### config.mk
export PLATFORM = sky130hd
export DESIGN_NAME = tmps_axis
export DESIGN_NICKNAME = d
export VERILOG_FILES = /design/src/sv/tmps_pkg.sv /design/src/sv/tmps_axis.sv
export SDC_FILE = /design/constraint.sdc
export NUM_CORES = 2
export LEC_CHECK = 0
export BUFFER_PORTS_ARGS = -buffer_cell sky130_fd_sc_hd__buf_2
export CORE_ASPECT_RATIO = 0.75
export CORE_UTILIZATION = 45
export CTS_BUF_LIST = sky130_fd_sc_hd__clkbuf_8
export DETAILED_ROUTE_END_ITERATION = 8
export GPL_TIMING_DRIVEN = 0
export SYNTH_ARGS = -nofsm -noshare
export SYNTH_HDL_FRONTEND = slang
export SYNTH_SLANG_ARGS = --single-unit
### constraint.sdc
create_clock -name clk -period 14 [get_ports clk]
set_input_delay 2.1 -clock clk [delete_from_list [all_inputs] [get_ports clk]]
set_output_delay 2.1 -clock clk [all_outputs]
set_load 0.02 [all_outputs]
### src/sv/tmps_pkg.sv
package tmps_pkg;

  localparam int TILE_SLOTS = 9;
  localparam int TILE_SIZE = 128;
  localparam int SCREEN_SIZE = 360;
  localparam int TEXELS_PER_TILE = TILE_SIZE * TILE_SIZE;
  localparam int TEXEL_DEPTH = TILE_SLOTS * TEXELS_PER_TILE;
  localparam int TEXEL_AW = $clog2(TEXEL_DEPTH);
  localparam int PIX_W = $clog2(TILE_SIZE);
  localparam int AXIS_STAGES = 6;

  localparam logic [9:0] SCREEN_HALF = 10'(SCREEN_SIZE / 2);
  localparam logic [15:0] FILL_COLOR = 16'h1082;
  // common multiple of all spans, large enough to make every world position positive
  localparam logic [27:0] WORLD_BIAS = 28'd67112500;

  localparam logic [1:0] OP_TAG = 2'd0;
  localparam logic [1:0] OP_TEXEL = 2'd1;
  localparam logic [1:0] OP_RENDER = 2'd2;

  localparam logic [1:0] CFG_VIEW_X = 2'd0;
  localparam logic [1:0] CFG_VIEW_Z = 2'd1;
  localparam logic [1:0] CFG_ZOOM = 2'd2;
  localparam logic [1:0] CFG_WORLD = 2'd3;

  typedef struct packed {
    logic [1:0] opcode;
    logic [3:0] slot;
    logic tag_valid;
    logic [1:0] tag_world;
    logic [1:0] tag_detail;
    logic signed [16:0] tag_tile_x;
    logic signed [16:0] tag_tile_z;
    logic [13:0] texel_index;
    logic [15:0] texel_value;
    logic [8:0] screen_x;
    logic [8:0] screen_y;
  } item_t;

  function automatic logic [5:0] bpp_of(input logic [2:0] zoom);
    logic [5:0] b;
    case (zoom)
      3'd0: b = 6'd1;
      3'd1: b = 6'd2;
      3'd2: b = 6'd5;
      3'd3: b = 6'd10;
      3'd4: b = 6'd25;
      default: b = 6'd50;
    endcase
    return b;
  endfunction

  function automatic logic [1:0] detail_of(input logic [2:0] zoom);
    logic [1:0] d;
    case (zoom)
      3'd0, 3'd1: d = 2'd1;
      3'd2, 3'd3: d = 2'd2;
      default: d = 2'd3;
    endcase
    return d;
  endfunction

  function automatic logic [13:0] span_of(input logic [1:0] detail);
    logic [13:0] s;
    case (detail)
      2'd1: s = 14'd500;
      2'd2: s = 14'd2500;
      default: s = 14'd12500;
    endcase
    return s;
  endfunction

  // ceil(2^37 / (span/4)), exact for quotients of 25-bit values
  function automatic logic [30:0] recip_of(input logic [1:0] detail);
    logic [30:0] r;
    case (detail)
      2'd1: r = 31'd1099511628;
      2'd2: r = 31'd219902326;
      default: r = 31'd43980466;
    endcase
    return r;
  endfunction

  // ceil(2^35 / span), exact for 21-bit dividends
  function automatic logic [26:0] frac_recip_of(input logic [1:0] detail);
    logic [26:0] r;
    case (detail)
      2'd1: r = 27'd68719477;
      2'd2: r = 27'd13743896;
      default: r = 27'd2748780;
    endcase
    return r;
  endfunction

  // world bias expressed in tiles
  function automatic logic [17:0] bias_tiles_of(input logic [1:0] detail);
    logic [17:0] m;
    case (detail)
      2'd1: m = 18'd134225;
      2'd2: m = 18'd26845;
      default: m = 18'd5369;
    endcase
    return m;
  endfunction

endpackage

### src/sv/tmps_axis.sv
module tmps_axis (
  input  logic                     clk,
  input  logic [5:0]               en,
  input  logic [8:0]               scr,
  input  logic signed [25:0]       view,
  input  logic [5:0]               bpp,
  input  logic [1:0]               detail,
  output logic signed [18:0]       tile,
  output logic [tmps_pkg::PIX_W-1:0] texel
);

  logic signed [16:0] ofs;
  logic [26:0] u2;
  logic [26:0] u3;
  logic [55:0] prod3;
  logic [13:0] rem4;
  logic signed [18:0] tile4;
  logic signed [18:0] tile5;
  logic [47:0] prod5;

  logic signed [9:0] centred;
  logic signed [27:0] u_sum;
  logic [18:0] quot;
  logic [31:0] quot_span;
  logic [26:0] rem_full;
  logic signed [19:0] tile_full;

  assign centred = $signed({1'b0, scr}) - $signed(tmps_pkg::SCREEN_HALF);
  assign u_sum = 28'(view) + 28'(ofs) + $signed(tmps_pkg::WORLD_BIAS);
  assign quot = prod3[55:37];
  assign quot_span = 32'(quot) * 32'(tmps_pkg::span_of(detail));
  assign rem_full = u3 - quot_span[26:0];
  assign tile_full = $signed({1'b0, quot}) - $signed({2'b0, tmps_pkg::bias_tiles_of(detail)});

  always_ff @(posedge clk) begin
    if (en[0]) begin
      ofs <= 17'(centred * $signed({1'b0, bpp}));
    end
    if (en[1]) begin
      u2 <= u_sum[26:0];
    end
    if (en[2]) begin
      prod3 <= 56'(u2[26:2]) * 56'(tmps_pkg::recip_of(detail));
      u3 <= u2;
    end
    if (en[3]) begin
      rem4 <= rem_full[13:0];
      tile4 <= tile_full[18:0];
    end
    if (en[4]) begin
      prod5 <= 48'({rem4, 7'b0}) * 48'(tmps_pkg::frac_recip_of(detail));
      tile5 <= tile4;
    end
    if (en[5]) begin
      texel <= prod5[35+tmps_pkg::PIX_W-1:35];
      tile <= tile5;
    end
  end

endmodule

### Yosys cells after proc, flatten, opt, wreduce, memory -nomap -nowiden

Cells that the tools add are included.

| operators by class | value |
|---|---|
| $add $sub $neg | 5 |
| multipliers | 4 |
| equality and inequality tests | 2 |
| muxes and demuxes | 6 |

Operator list:

| operator | number |
|---|---|
| one-hot mux 31 bit (2 select lines) | 1 |
| multiplier 25 x 31 -> 56 bit | 1 |
| one-hot mux 27 bit (2 select lines) | 1 |
| one-hot mux 18 bit (2 select lines) | 1 |
| multiplier 14 x 27 -> 35 bit | 1 |
| two-way mux 31 bit | 1 |
| one-hot mux 14 bit (2 select lines) | 1 |
| adder 26 x 17 -> 27 bit | 1 |
| adder 27 bit, second input constant | 1 |
| two-way mux 27 bit | 1 |
| multiplier 19 x 14 -> 14 bit | 1 |
| subtractor 19 x 18 -> 19 bit | 1 |
| multiplier 10 x 7 -> 17 bit | 1 |
| subtractor 14 bit | 1 |
| subtractor 9 x 8 -> 10 bit, second input constant | 1 |
| equality test 2 x 1 -> 1 bit, second input constant | 1 |
| equality test 2 bit, second input constant | 1 |

| word-level totals | value |
|---|---|
| register bits after elaboration | 227 |
| input bits | 50 |
| logic and storage cells | 27 |

### Longest topological paths before layout

| logic depth | value |
|---|---|
| depth after elaboration | 4 |
| gate-level depth with buffers | 30 |

### Worst setup path before layout

No wires, ideal clock.

| path | value |
|---|---|
| path kind | input -> register |
| start point | input detail[0] |
| end point | register prod3[54] (data pin) |
| library setup time | 0.258 ns |
| data arrival time | 9.035 ns |
| data required time | 13.742 ns |
| slack | 4.708 ns |
| cell stages on the path | 29 |
| path buffers | 2 |
| path through | inv_1 > ha_1 > inv_2 > clkbuf_1 > clkbuf_1 > nor2_1 > fa_1 > inv_1 > fa_1 > inv_1 > fa_1 > inv_1 > fa_1 > inv_1 > fa_1 > fa_1 > inv_1 > fa_1 > inv_1 > ha_1 > a21oi_1 > o211ai_1 > a2111oi_0 > o21ai_0 > nor3_1 > o21ai_0 > a41o_1 > nor2_1 > xnor2_1 |

| between the ends | value |
|---|---|
| word-level cells in the longest chain between the ends | 4 |
| elaborated cells between the ends (all ways) | 5 |
| those cells by class | 1 x mul; 2 x eq/ne; 2 x mux |

RTL lines:

| what | RTL line | source |
|---|---|---|
| start, declared | tmps_axis.sv:7 | `input logic [1:0] detail,` |
| equality test 2 bit or equality test 2 x 1 -> 1 bit (tied branches) | tmps_pkg.sv:76 | `case (detail)` |
| one-hot mux 31 bit (2 select lines) * | tmps_pkg.sv:76 |  |
| two-way mux 31 bit * | tmps_axis.sv:42 | `if (en[2]) begin` |
| multiplier 25 x 31 -> 56 bit * | tmps_axis.sv:43 | `prod3 <= 56'(u2[26:2]) * 56'(tmps_pkg::recip_of(detail));` |
| end signal, assigned | tmps_axis.sv:43 |  |
| end, declared | tmps_axis.sv:15 | `logic [55:0] prod3;` |

Every way passes the cells marked *; elsewhere a longest branch is shown, timed or not. The select of a mux whose other input is x is not followed.
A chain may end at the register's enable or synchronous reset.

### Worst setup path in the final report

Ends and elaborated chain as after synthesis.

==> summary.md <==
| Metric | Value |
|---|---|
| Via density | 5.028 |
| Setup crit end kind | flop |
| DRT Pass-1 Iters | 6 |
| Reg2reg path depth | 23 |
| Ratio of final minimum period to clock period | between 90% and 100% |
| Gr usage total | 26.35% |
| Crit path largest cell delay | roughly 1200 ps |
| RD Place Congestion | 1.012 |
| Worst Max-Slew Pin Slew | about 1500 ps |
| Post-CTS Resized | 0 |
| FF-to-FF Start | u2[3] |
| Post-CTS setup buffer count | 0 |
| Fmax achieved | approximately 78 MHz |
| Worst r2r dst | prod3[54] |
| Synth top area share | about two fifths |
| Iteration-0 DRC Markers | between 2000 and 2500 |
| Crit-path slowest cell | clkbuf_1 |
| Failing checks | max-capacitance violations, max-slew violations |
| CP Class | in2reg |
| Longest Clk Path Bufs | 2 |
| Core area | a little over 0.08 mm² |
| Yosys reg bits | ~160 |
| Chip height | ~250 µm |
| Number of global-route vias before repair | approximately 25000 |
| Root Buffer Master | clkbuf_8 |
| Synth area leader | fa_1 |
| Reg2reg setup slack | approximately 4400 ps |
| TritonCTS clock tree | built |
| Area grow syn2layout | 5.904% |
| Initial antenna violation count | 5 |
| Die area | about 0.084 mm² |
| Worst Path Max Fanout | 11 |
| Number of synthesized flops with an enable pin | roughly 160 |
| Synthesis Warnings | 0 |
| Synth area leaders | fa_1 39%, ha_1 20%, edfxtp_1 13% |
| CTS clock-pin slew for the worst setup and hold paths | between 100 and 150 ps |
| Initial Utilization | roughly 46% |
| Detailed Place HPWL | slightly above 90000 µm |
| I/O pins | 76 |
| Nets | 5158 |
| Hold Crit Depth | 0 |
| Fraction of registers with async set/reset | 0% |
| Worst Hold End | tile5[8] |
| Clock skew | 16.92 ps |
| Hold Crit Class | reg2reg |
| Seq/Total Area, Yosys | approximately an eighth |
| Yosys cell types | 51 |
| Crit path required time | 14270 ps |
| First-pass GRT wire length | around 160000 µm |
| Arrival @ worst endpoint | 13110 ps |
| Clock latency on the worst-skew pair | 550 ps |
| Average size of a mapped cell | between 10 and 15 µm² |
| DP Cell Count | a little under 5000 |
| Die width | between 300 and 400 µm |
| Mapped cell area | around 0.037 mm² |
| Most numerous cell in the Yosys netlist | inv_1 |
| Setup_tns | 0 ps |
| Layout cell share with drive strength beyond 1 | around 3.4% |
| Core Rows | 90 |
| Max_cap viols | 1 |
| Final WL | approximately 100000 µm |
| Hold buffers post-CTS | 0 |
| Sink Count | approximately 160 |
| Vias | approximately 25000 |
| Post-synth top cells | 1178 x inv_1, 728 x fa_1, 604 x ha_1, 162 x edfxtp_1, 144 x nor2_1 |
| Number of port buffers | a little over 70 |
| Startpoint of the worst hold path | tile4[8] |
| Period minus WS final | 12840 ps |
| Status | complete, but fails checks |
| Crit path launch | detail[0] |
| Startpoint Class | input port |
| Pin count of the biggest net entering global routing | 34 |
| # H-tree levels | 4 |
| Post-synthesis cell count | between 3000 and 4000 |
| Final hold vios | 0 |
| Fin cells | a little under 5000 |
| Max Slew Vio Count | 12 |
| Ys flop type | edfxtp_1 |
| Syn nets | between 5000 and 6000 |
| Gr ovfl total | 0 |
| Final ANT Viol Nets | 0 |
| DR DRC count | 0 |
| RSZ-0062 raised after global routing | no |
| WL/cell | ~21 µm |
| Worst slew margin | -1.990% |
| CTS Buf Count | 17 |
| Final setup fails | 0 |
[cells in the final DEF, fill, tap and decap left out, types with 56 or more instances in the layout]
master and n:
inv_1 1178, fa_1 728, ha_1 604, edfxtp_1 162
nor2_1 144, nand2_1 142, xnor2_1 105, a21oi_1 73
and2_1 72, buf_2 72, nor2b_1 62, nand2b_1 57
o21ai_0 56
[registers in the layout, indices dropped and copies added (netlist names)]
register	flops
ofs	17
u2	27
prod3	19
rem4	14
tile5	19
u3	14
texel	7
prod5	7
tile	19
tile4	19
[through the flow]
step	hold slack [ps]	utilization [%]	cell area, µm²	setup WS, ps
after floorplan	400.3	-	37250	4708
after global placement	401.0	48.03	38990	304.4
after detailed placement	404.5	48.03	38990	282.6
after CTS	418.6	48.58	39440	856.9
after global routing	418.1	48.59	39450	1117
final	422.8	48.59	39450	1165
[final cells by class]
| type | instances | area [µm²] |
|---|---|---|
| Tap cell | 1104 | 1381 |
| Inverter | 1179 | 4425 |
| Antenna cell | 2 | 5.005 |
| Buffer | 54 | 202.7 |
| Multi-Input combinational cell | 2289 | 27760 |
| Fill cell | 7698 | 41740 |
| Clock buffer | 17 | 234.0 |
| Timing Repair Buffer | 73 | 365.4 |
| Sequential cell | 162 | 4865 |
| Clock inverter | 15 | 212.7 |
[kinds of logic (layout without fill, tap and decap cells)]
| logic type | after synthesis | count (layout) | synth area share [%] |
|---|---|---|---|
| adders and majority gates | 1332 | 1332 | 59.41 |
| buffers and inverters | 1233 | 1338 | 12.42 |
| and+or+nand+nor | 563 | 563 | 7.439 |
| AOI/OAI and AO/OA | 265 | 265 | 4.638 |
| DFF | 162 | 162 | 13.06 |
| xor gates and xnor gates | 129 | 129 | 3.033 |
| other | 0 | 2 | 0 |
[routing by layer]
| layer | GRT usage (%) | vias to the layer above | part of all wire (%) |
|---|---|---|---|
| met2 | 34.26 | 999 | 38 |
| met5 | 0 | - | 0 |
| met3 | 8.007 | 63 | 12 |
| met1 | 42.59 | 12250 | 49 |
| met4 | 4.076 | 0 | 1.2 |
| li1 | - | 11300 | - |
[worst max-delay path: cells and delay by family]
| kind | cells | cell delay, ps |
|---|---|---|
| and+or+nand+nor | 5 | 1130 |
| adders and majority gates | 9 | 4660 |
| buffers and inverters | 11 | 2710 |
| AOI/OAI and AO/OA | 4 | 1950 |
| xor gates and xnor gates | 1 | 530 |
[worst max-delay path by stage]
stage | to | slack, ps | cells after the start
2_1_floorplan | prod3[54] | 4710 | 29
3_3_place_gp | prod3[52] | 300 | 30
3_5_place_dp | prod3[52] | 280 | 30
4_1_cts | prod3[52] | 860 | 30
5_1_grt | prod3[52] | 1120 | 31
6_report | prod3[54] | 1160 | 30
Power is left out: the tool's default activity adds up to more than one toggle a clock period on the data nets, which glitch-free logic cannot reach.
